[config.mk]
export PLATFORM = sky130hd
export DESIGN_NAME = pixel_to_rgb10a2_packer
export DESIGN_NICKNAME = d
export VERILOG_FILES = /design/src/p2r_pkg.sv /design/src/p2r_lane.sv /design/src/pixel_to_rgb10a2_packer.sv
export VERILOG_INCLUDE_DIRS = /design/src /design/src/src
export SDC_FILE = /design/constraint.sdc
export NUM_CORES = 2
export LEC_CHECK = 0
export BUFFER_PORTS_ARGS = -buffer_cell sky130_fd_sc_hd__buf_4
export CAP_MARGIN = 5
export CORE_UTILIZATION = 25
export DETAILED_ROUTE_END_ITERATION = 6
export GPL_ROUTABILITY_DRIVEN = 0
export PLACE_DENSITY = 0.41
export SLEW_MARGIN = 0
export SYNTH_ARGS = -nofsm -noshare
export SYNTH_HDL_FRONTEND = slang
export SYNTH_SLANG_ARGS = --single-unit
[constraint.sdc]
create_clock -name clk -period 13.1 [get_ports clk]
set_clock_uncertainty 0.05 [all_clocks]
set_input_delay 3.93 -clock clk [delete_from_list [all_inputs] [get_ports clk]]
set_output_delay 3.93 -clock clk [all_outputs]
set_load 0.005 [all_outputs]
[src/pixel_to_rgb10a2_packer_defines.svh]
// Assertion macros for the RGB10A2 pixel packer.
// Included by the packer top, which carries the concurrent assertions; needs clk and rst_n in scope.
`ifndef PIXEL_TO_RGB10A2_PACKER_DEFINES_SVH
`define PIXEL_TO_RGB10A2_PACKER_DEFINES_SVH

// Same-cycle implication, disabled during reset.
`define P2R_ASSERT_NOW(lbl, ante, cons) \
  lbl: assert property (@(posedge clk) disable iff (!rst_n) (ante) |-> (cons)) \
    else $error("p2r check failed");

// Next-cycle implication, disabled during reset.
`define P2R_ASSERT_NEXT(lbl, ante, cons) \
  lbl: assert property (@(posedge clk) disable iff (!rst_n) (ante) |=> (cons)) \
    else $error("p2r check failed");

`endif

[src/p2r_pkg.sv]
// Shared types and constants for the RGB10A2 pixel packer.
// No dependencies.
`default_nettype none
package p2r_pkg;

  localparam int unsigned NUM_STAGES = 4;

  localparam logic [1:0] FMT_BYTE = 2'd0;
  localparam logic [1:0] FMT_HALF = 2'd1;

  localparam logic [7:0] CFG_IDX_FORMAT = 8'd0;
  localparam logic [7:0] CFG_IDX_ATTEN  = 8'd1;

  typedef struct packed {
    logic [31:0] chan_zero;
    logic [31:0] chan_one;
    logic [31:0] chan_two;
    logic [31:0] chan_alpha;
    logic        row_last;
  } p2r_in_t;

  typedef struct packed {
    logic [31:0] packed_pixel;
    logic        row_end;
  } p2r_out_t;

  // Per-stage advance strobes plus the static mode bits each lane needs.
  typedef struct packed {
    logic [NUM_STAGES-1:0] adv;
    logic                  byte_mode;
    logic                  half_mode;
    logic                  atten;
  } p2r_ctrl_t;

endpackage
`default_nettype wire

[src/p2r_lane.sv]
// One channel lane of the packer: decode, scale multiply and byte-mode arithmetic, rounding, quantize.
// Depends on p2r_pkg; stage advance comes from the top level.
`default_nettype none
module p2r_lane import p2r_pkg::*; #(
  parameter bit IS_ALPHA = 1'b0
) (
  input  wire logic        clk,
  input  wire p2r_ctrl_t   ctrl,
  input  wire logic [31:0] raw,
  input  wire logic [7:0]  alpha_byte,
  output logic [9:0]       field
);

  localparam int unsigned SW    = IS_ALPHA ? 2 : 10;
  localparam int unsigned PW    = 24 + SW;
  localparam int unsigned SH_HI = PW - 24;
  localparam int unsigned SH_LO = PW - 25;
  localparam logic [SW-1:0] SCALE = IS_ALPHA ? SW'(3) : SW'(1023);
  localparam logic [9:0]    LIM   = IS_ALPHA ? 10'd3 : 10'd1023;

  // Stage 1: decode.
  logic [7:0]  exp_c;
  logic [23:0] man_c;
  logic        zero_c, big_c, nan_c, sign_c;
  logic [15:0] bx_c;

  always_comb begin
    if (ctrl.half_mode) begin
      sign_c = raw[15];
      nan_c  = (raw[14:10] == 5'd31) && (raw[9:0] != 10'd0);
      exp_c  = 8'({3'd0, raw[14:10]} + 8'd112);
      man_c  = {1'b1, raw[9:0], 13'd0};
      zero_c = (raw[14:10] == 5'd0);
    end else begin
      sign_c = raw[31];
      nan_c  = (raw[30:23] == 8'd255) && (raw[22:0] != 23'd0);
      exp_c  = raw[30:23];
      man_c  = {1'b1, raw[22:0]};
      zero_c = (raw[30:23] < 8'd116);
    end
    zero_c = zero_c || nan_c || sign_c;
    big_c  = (exp_c >= 8'd127);
    if (!IS_ALPHA && ctrl.atten) begin
      bx_c = raw[7:0] * alpha_byte;
    end else begin
      bx_c = {8'd0, raw[7:0]};
    end
  end

  logic [7:0]  s1_exp_r;
  logic [23:0] s1_man_r;
  logic        s1_zero_r, s1_big_r;
  logic [15:0] s1_bx_r;

  always_ff @(posedge clk) begin
    if (ctrl.adv[0]) begin
      s1_exp_r  <= exp_c;
      s1_man_r  <= man_c;
      s1_zero_r <= zero_c;
      s1_big_r  <= big_c;
      s1_bx_r   <= bx_c;
    end
  end

  // Stage 2: scale multiply and byte-mode arithmetic.
  logic [9:0]  bfield_c;
  logic [16:0] div_x;
  logic [16:0] div_s;
  logic [9:0]  a3_c;

  always_comb begin
    div_x = {1'b0, s1_bx_r} + 17'd127;
    div_s = div_x + {8'd0, div_x[16:8]} + 17'd1;
    a3_c  = 10'({2'd0, s1_bx_r[7:0]} * 10'd3 + 10'd127);
    if (IS_ALPHA) begin
      bfield_c = {8'd0, a3_c[9:8]};
    end else if (ctrl.atten) begin
      bfield_c = {div_s[15:8], 2'b00};
    end else begin
      bfield_c = {s1_bx_r[7:0], 2'b00};
    end
  end

  logic [PW-1:0] s2_p_r;
  logic [7:0]    s2_exp_r;
  logic          s2_zero_r, s2_big_r;
  logic [9:0]    s2_bf_r;

  always_ff @(posedge clk) begin
    if (ctrl.adv[1]) begin
      s2_p_r    <= PW'(s1_man_r * SCALE);
      s2_exp_r  <= s1_exp_r;
      s2_zero_r <= s1_zero_r;
      s2_big_r  <= s1_big_r;
      s2_bf_r   <= bfield_c;
    end
  end

  // Stage 3: round the product to 24 significant bits, nearest even.
  logic [PW+1:0] pp;
  logic [23:0]   keep_c;
  logic          guard_c, sticky_c;
  logic [24:0]   rnd_c;
  logic [8:0]    shf_c;

  always_comb begin
    pp = {s2_p_r, 2'b00};
    if (s2_p_r[PW-1]) begin
      keep_c   = pp[PW+1:PW-22];
      guard_c  = pp[PW-23];
      sticky_c = |pp[PW-24:0];
      shf_c    = 9'd149 - 9'(SH_HI) - {1'b0, s2_exp_r};
    end else begin
      keep_c   = pp[PW:PW-23];
      guard_c  = pp[PW-24];
      sticky_c = |pp[PW-25:0];
      shf_c    = 9'd149 - 9'(SH_LO) - {1'b0, s2_exp_r};
    end
    rnd_c = {1'b0, keep_c} + {24'd0, guard_c & (sticky_c | keep_c[0])};
  end

  // The alpha lane can need a shift of up to 35 places, so six bits are kept.
  logic [24:0] s3_r_r;
  logic [5:0]  s3_shf_r;
  logic        s3_zero_r, s3_big_r;
  logic [9:0]  s3_bf_r;

  always_ff @(posedge clk) begin
    if (ctrl.adv[2]) begin
      s3_r_r    <= rnd_c;
      s3_shf_r  <= shf_c[5:0];
      s3_zero_r <= s2_zero_r;
      s3_big_r  <= s2_big_r;
      s3_bf_r   <= s2_bf_r;
    end
  end

  // Stage 4: q holds floor(2p); halving after +1 rounds half away from zero.
  logic [24:0] q_c;
  logic [25:0] t_c;
  logic [9:0]  ff_c;

  always_comb begin
    q_c = s3_r_r >> s3_shf_r;
    t_c = ({1'b0, q_c} + 26'd1) >> 1;
    if (s3_zero_r) begin
      ff_c = 10'd0;
    end else if (s3_big_r || t_c > {16'd0, LIM}) begin
      ff_c = LIM;
    end else begin
      ff_c = t_c[9:0];
    end
  end

  logic [9:0] s4_field_r;

  always_ff @(posedge clk) begin
    if (ctrl.adv[3]) begin
      s4_field_r <= ctrl.byte_mode ? s3_bf_r : ff_c;
    end
  end

  assign field = s4_field_r;

endmodule
`default_nettype wire

[src/pixel_to_rgb10a2_packer.sv]
// RGB10A2 packer: a pixel reaches out_valid through four registered stages.
// Throughput one pixel per cycle absent stalls; the four lanes share one stall chain.
// Reset (rst_n low, synchronous) empties the pipeline and clears both registers to 0.
// Configuration writes are taken in every cycle and land at once.
`default_nettype none
`include "pixel_to_rgb10a2_packer_defines.svh"
module pixel_to_rgb10a2_packer import p2r_pkg::*; (
  input  wire logic     clk,
  input  wire logic     rst_n,
  input  wire logic     in_valid,
  output logic          in_ready,
  input  wire p2r_in_t  in_data,
  output logic          out_valid,
  input  wire logic     out_ready,
  output p2r_out_t      out_data,
  input  wire logic     cfg_valid,
  output logic          cfg_ready,
  input  wire logic [7:0]  cfg_index,
  input  wire logic [31:0] cfg_data
);

  // Configuration registers. The source format code 3 acts as single precision.
  logic [1:0] fmt_r;
  logic       atten_r;

  assign cfg_ready = 1'b1;

  always_ff @(posedge clk) begin
    if (!rst_n) begin
      fmt_r   <= FMT_BYTE;
      atten_r <= 1'b0;
    end else if (cfg_valid) begin
      if (cfg_index == CFG_IDX_FORMAT) begin
        fmt_r <= cfg_data[1:0];
      end else if (cfg_index == CFG_IDX_ATTEN) begin
        atten_r <= cfg_data[0];
      end
    end
  end

  // Stall chain: a stage may load when it is empty or its successor moves.
  logic [NUM_STAGES-1:0] vld_r;
  logic [NUM_STAGES-1:0] rdy;
  p2r_ctrl_t             ctrl;

  always_comb begin
    rdy[NUM_STAGES-1] = out_ready || !vld_r[NUM_STAGES-1];
    for (int i = NUM_STAGES - 2; i >= 0; i--) begin
      rdy[i] = !vld_r[i] || rdy[i+1];
    end
    ctrl.adv       = rdy;
    ctrl.byte_mode = (fmt_r == FMT_BYTE);
    ctrl.half_mode = (fmt_r == FMT_HALF);
    ctrl.atten     = atten_r;
  end

  assign in_ready = rdy[0];

  always_ff @(posedge clk) begin
    if (!rst_n) begin
      vld_r <= '0;
    end else begin
      if (rdy[0]) begin
        vld_r[0] <= in_valid;
      end
      for (int i = 1; i < NUM_STAGES; i++) begin
        if (rdy[i]) begin
          vld_r[i] <= vld_r[i-1];
        end
      end
    end
  end

  // The row marker rides along beside the lanes.
  logic [NUM_STAGES-1:0] last_r;

  always_ff @(posedge clk) begin
    if (rdy[0]) begin
      last_r[0] <= in_data.row_last;
    end
    for (int i = 1; i < NUM_STAGES; i++) begin
      if (rdy[i]) begin
        last_r[i] <= last_r[i-1];
      end
    end
  end

  logic [9:0] f0, f1, f2, fa;

  p2r_lane #(.IS_ALPHA(1'b0)) u_lane0 (
    .clk(clk), .ctrl(ctrl), .raw(in_data.chan_zero),
    .alpha_byte(in_data.chan_alpha[7:0]), .field(f0));
  p2r_lane #(.IS_ALPHA(1'b0)) u_lane1 (
    .clk(clk), .ctrl(ctrl), .raw(in_data.chan_one),
    .alpha_byte(in_data.chan_alpha[7:0]), .field(f1));
  p2r_lane #(.IS_ALPHA(1'b0)) u_lane2 (
    .clk(clk), .ctrl(ctrl), .raw(in_data.chan_two),
    .alpha_byte(in_data.chan_alpha[7:0]), .field(f2));
  p2r_lane #(.IS_ALPHA(1'b1)) u_lanea (
    .clk(clk), .ctrl(ctrl), .raw(in_data.chan_alpha),
    .alpha_byte(in_data.chan_alpha[7:0]), .field(fa));

  assign out_valid             = vld_r[NUM_STAGES-1];
  assign out_data.packed_pixel = {fa[1:0], f2, f1, f0};
  assign out_data.row_end      = last_r[NUM_STAGES-1];

  // An accepted transfer always occupies the first stage next cycle.
  `P2R_ASSERT_NEXT(a_accept_fills, in_valid && in_ready, vld_r[0])
  // Input back-pressure appears only when every stage holds a pixel.
  `P2R_ASSERT_NOW(a_stall_full, !in_ready, &vld_r)
  // A drained output with nothing behind it empties the last stage.
  `P2R_ASSERT_NEXT(a_drain, out_valid && out_ready && !vld_r[NUM_STAGES-2], !out_valid)

endmodule
`default_nettype wire

Word level (Yosys, flattened, before mapping)
Index checks and enable logic that the tools add are counted.

Bits in registers: 583. Latch bits: 0. Bits in writable memories: 0. Bits in read-only memories: 0. Input bits: 174. Memories: 0.

Add/subtract/negate cells: 30. Multiply operators: 8. Divide/modulo/power cells: 0. Order comparisons: 12. Eq/ne operators: 10. Shifts and indexed selects: 4. Muxes and demuxes: 54. Bitwise gates (word level): 9. Reduce and logical (&&, ||, !) cells: 50.

Operators with widths (count): 2-to-1 mux 10 bit (12); adder 25 x 1 -> 26 bit, second input constant (4); multiplier 24 x 10 -> 34 bit, second input constant (3); adder 24 x 1 -> 25 bit (4); >> shifter 25 x 6 -> 25 bit (4); 2-to-1 mux 24 bit (4); 2-to-1 mux 23 bit (4); nonzero test 23 bit (4); greater-than comparator 25 x 10 -> 1 bit, second input constant (3); 2-to-1 mux 8 bit (7); adder 16 x 7 -> 17 bit, second input constant (3); adder 16 x 1 -> 16 bit, second input constant (3); adder 16 x 9 -> 16 bit (3); multiplier 8 x 8 -> 16 bit (3); nonzero test 10 bit (4); subtractor 4 x 6 -> 6 bit, first input constant (6); adder 5 x 7 -> 8 bit, second input constant (4); equality test 8 bit, second input constant (4); >= comparator 8 x 7 -> 1 bit, second input constant (4); less-than comparator 8 x 7 -> 1 bit, second input constant (4); OR reduction 9 bit (3); multiplier 24 x 2 -> 26 bit, second input constant (1); greater-than comparator 25 x 2 -> 1 bit, second input constant (1); 2-to-1 mux 6 bit (4); other kinds (20) (81).

Depth between registers and ports, before layout
Depth in word-level cells: 7. Mapped depth: 23.

Cells and area by module
From an unflattened synthesis, not the netlist that was laid out.

Cell total of the unflattened synthesis: 5631. Area, all modules: 58269.6 µm².

By module, submodules not included: p2r_lane (u_lane1) (times used 1, cells each 1625, area each 16746.1 µm², seq. area each 4444.3 µm²); p2r_lane (u_lane0) (times used 1, cells each 1612, area each 16299.4 µm², seq. area each 4444.3 µm²); p2r_lane (u_lane2) (times used 1, cells each 1547, area each 15996.6 µm², seq. area each 4444.3 µm²); p2r_lane (u_lanea) (times used 1, cells each 805, area each 8765.9 µm², seq. area each 3603.5 µm²); pixel_to_rgb10a2_packer (times used 1, cells each 42, area each 461.7 µm², seq. area each 260.2 µm²).

Least setup slack after synthesis
No wires, ideal clock.

Path kind: in2out. Start: in out_ready. End: out in_ready. Arrival time: 8041 ps. Required time: 9120 ps. Setup slack: 1079 ps. Stages: 3. Buffers on the path: 0. Cell sequence: nor2b_1 and3_1 nand2_1.

Cells in the longest elaborated chain, start to end: 4.

RTL lines: start: declaration (line pixel_to_rgb10a2_packer.sv:14) `input wire logic out_ready,`; logical OR 1 bit (line pixel_to_rgb10a2_packer.sv:47) `rdy[NUM_STAGES-1] = out_ready || !vld_r[NUM_STAGES-1];`; logical OR 1 bit (3 in a row) (line pixel_to_rgb10a2_packer.sv:49) `rdy[i] = !vld_r[i] || rdy[i+1];`; end: declaration (line pixel_to_rgb10a2_packer.sv:11) `output logic in_ready,`.

Every way passes these cells.

Final worst setup path
Ends and elaborated chain as after synthesis.

==> results.toml <==
[cts]
cts_buffers = 75
post_cts_buffers = 0
cts.sink_count = 567
clockBufferDepth = 3
ctsResizeCount = 0
clk_latency_ns = 0.68
cts_tree = "built"
ctsHoldBuffers = 0
cts_root_buf = "clkbuf_16"
clkTransAtPathRegs_ns = 0.06
htree_levels = 3

[final_layout]
ff_latch_area_sq_um = 16960
fin_nets = 6741
multi_input_area_sq_um = 36110
fill_cells = 23697
stdcell_area_sq_um = 64320
drive_gt1_share_pct = 10.55
areaGrowthSynthToFinish_pct = 12.39
final_util_pct = 28.27

[critical_path]
r2r_start = "u_lane0.s1_man_r[8]"
crit_type = "input port to primary output"
crit_family = "simple AND/OR/NAND/NOR gates"
critPathBufInv = 2
crit_slowest_cell = "and3_1"
cp.required_ns = 9.12
path_cells = "buf_4 > nor2b_1 > and3_1 > nand2_4 > buf_4"
worstSetupStartpointType = "input port"
ff2ff_setup_slack_ns = 6.23
cpMostUsedCell = "buf_4"
path_depth = 5
cp_max_fo = 5
worst_setup_path_end_kind = "primary output"
reg2reg_to = "u_lane0.s2_p_r[33]"
cp.arrival_ns = 5.30
critPathMaxStageDelay_ns = 0.45
r2r_cells = 21

[synth]
synth_ff_type = "edfxtp_1"
yosys_register_bits = 567
syn_area_per_cell_sq_um = 10.26
synth-edff-count = 560
yosys.area.top_type_share_pct = 29.38
yosysUniqueCellTypes = 114
netlist_area_sq_um = 57230
synthCells = 5579
async_reset_ff_share_pct = 0
yosys.area.top_type = "edfxtp_1"
yosys_warnings = 0
synthTopCellsByArea = "edfxtp_1, fa_1, ha_1"
synth_seq_area_share_pct = 29.63
synth_fp_nets = 6634

[routing]
dr.pass1.iters = 6
post_drt_via_cell_ratio = 4.541
vias = 39772
drc = 0
drt_iter0_drc = 2233
antenna_left = 0
drt_wl_total_um = 152300
routedWlPerCell_um = 17.39

[flow_run]
drv_cap = 0

[timing]
worst_slew_pin_slew_ns = 1.043
fin_crit_ns = 9.278
slew_viol_final = 0
rsz0062_at_grt = "no"
period_share_pct = 70.82
hold_viol_final = 0
max_freq_ghz = 0.1078
whs_ns = 0.3452
finalSetupTns_ns = 0
slew_headroom_pct = 29.90
setup_violations = 0

[place]
placed_cell_area_sq_um = 61740
hpwlAfterDp_um = 119500
io_buffers = 178

[global_routing]
met2_usage_pct = 22.33
grt_max_degree = 85
grt_usage_pct = 13.13
met1_usage_pct = 17.17
grt_pass1_vias = 40418
met3_usage_pct = 1.546
antenna_found_initial = 21
grt_overflow_total = 0
busiest_layer = "met2"
grt_pass1_wl_um = 237100

[floorplanning]
ios = 210
rows = 175
chipHeight_um = 480.5
core_area_sq_um = 227500
die_w_um = 480.5
dieArea_sq_um = 230800
start_util_pct = 25.16

[status]
status = "finished clean"

[min_path]
worstHoldStart = "u_lane2.s2_bf_r[5]"
hold_path_end = "u_lane2.s3_bf_r[5]"
min_path_cells = 0
min_path_type = "register to register"

[power_and_ir_drop]
power_uw = 16040
leakage_uw = 0.02746
ir_drop_mv = 0.1636
power_density_nw_per_um2 = 249.4
## registers in the layout, indices dropped and copies added, names as in the netlist, 10 cells and up
register and flops:
u_lane1.s1_man_r 23, u_lane0.field 10, u_lane0.s1_bx_r 16, u_lane0.s1_man_r 23, u_lane2.s1_man_r 23, u_lane2.s3_r_r 25
u_lane2.s1_bx_r 16, u_lane2.s2_p_r 34, u_lanea.s1_man_r 23, u_lane0.s2_p_r 34, u_lane1.s2_p_r 34, u_lane1.field 10
u_lane1.s3_r_r 25, u_lanea.s3_r_r 25, u_lanea.s2_p_r 26, u_lane0.s3_r_r 25, u_lane2.field 10, u_lane1.s1_bx_r 16
## how the worst max path moves through the flow
stage | startpoint | endpoint | slack [ns]
after detailed placement | out_ready | in_ready | 3.79
after CTS | out_ready | in_ready | 3.79
after floorplan | out_ready | in_ready | 1.08
final | out_ready | in_ready | 3.82
after global placement | out_ready | in_ready | 3.81
after global routing | out_ready | in_ready | 3.71
## power by group
| part | leakage, uW | total [uW] | internal (uW) | switching [uW] |
|---|---|---|---|---|
| clock | 0.00123 | 2180 | 1310 | 865 |
| sequential | 0.00603 | 3380 | 2930 | 442 |
| combinational | 0.0202 | 10500 | 4740 | 5750 |
| total | 0.0275 | 16000 | 8980 | 7060 |
## kinds of logic after synthesis
family / after synthesis / share of synthesized area, %
fa+ha+maj: 881 / 25.66
mux: 346 / 9.152
simple gates: 1573 / 13.83
compound gates: 791 / 8.937
xor+xnor: 355 / 5.433
flops: 567 / 29.63
buf+inv: 1065 / 7.348
other cells: 1 / 0.006553
## cell usage in the layout, fill, tap and decap left out, drive strengths merged, types with 15 or more instances in the layout
master	n
nand2b	51
a31oi	41
nor3b	26
xnor2	242
mux2	98
nor4b	15
nor2	273
a21o	68
inv	887
clkinv	23
nand2	526
nand4	37
o31ai	17
nor3	85
and3	46
nor2b	67
nor4	45
mux2i	123
a21oi	240
edfxtp	560
or2	21
o21ai	177
a21boi	27
fa	488
or3	16
nand3	130
mux4	125
buf	210
o22ai	16
ha	393
a211oi	25
and2	182
xor2	113
clkbuf	91
o21a	28
## Yosys cell counts (42+ instances only)
| master | number |
|---|---|
| nor2_1 | 271 |
| nand2_1 | 526 |
| mux4_2 | 107 |
| o21ai_0 | 171 |
| nand2b_1 | 51 |
| xnor2_1 | 242 |
| a21oi_1 | 237 |
| nor4_1 | 42 |
| nand3_1 | 126 |
| clkbuf_1 | 114 |
| and2_1 | 182 |
| fa_1 | 488 |
| mux2_2 | 96 |
| nor3_1 | 82 |
| nor2b_1 | 67 |
| ha_1 | 393 |
| inv_1 | 879 |
| a21o_1 | 68 |
| mux2i_1 | 121 |
| xor2_1 | 113 |
| and3_1 | 46 |
| edfxtp_1 | 560 |
## metrics by stage
| stage | worst slack, ns | instances |
|---|---|---|
| 3_5_place_dp | 3.792 | 8618 |
| 3_3_place_gp | 3.808 | 8618 |
| 5_1_grt | 3.705 | 8758 |
| 4_1_cts | 3.786 | 8753 |
| 6_report | 3.822 | 8759 |
| 2_1_floorplan | 1.079 | 5579 |
## cell type report
class,count,area share (%)
multi-input cells,3947,56.15
inverters,885,5.176
clock buffers,91,3.111
diodes,6,0.02334
well taps,3009,5.853
flip-flops and latches,567,26.36
repair buffers,210,2.451
clock inverters,44,0.8754
## layer usage
layer  wire [um]  part of all wire, %
met1       69350                   46
met2       72970                   48
met3        5440                  3.6
met4        4478                  2.9
met5          40                0.026
No activity file was read; power rests on OpenSTA's default activity.
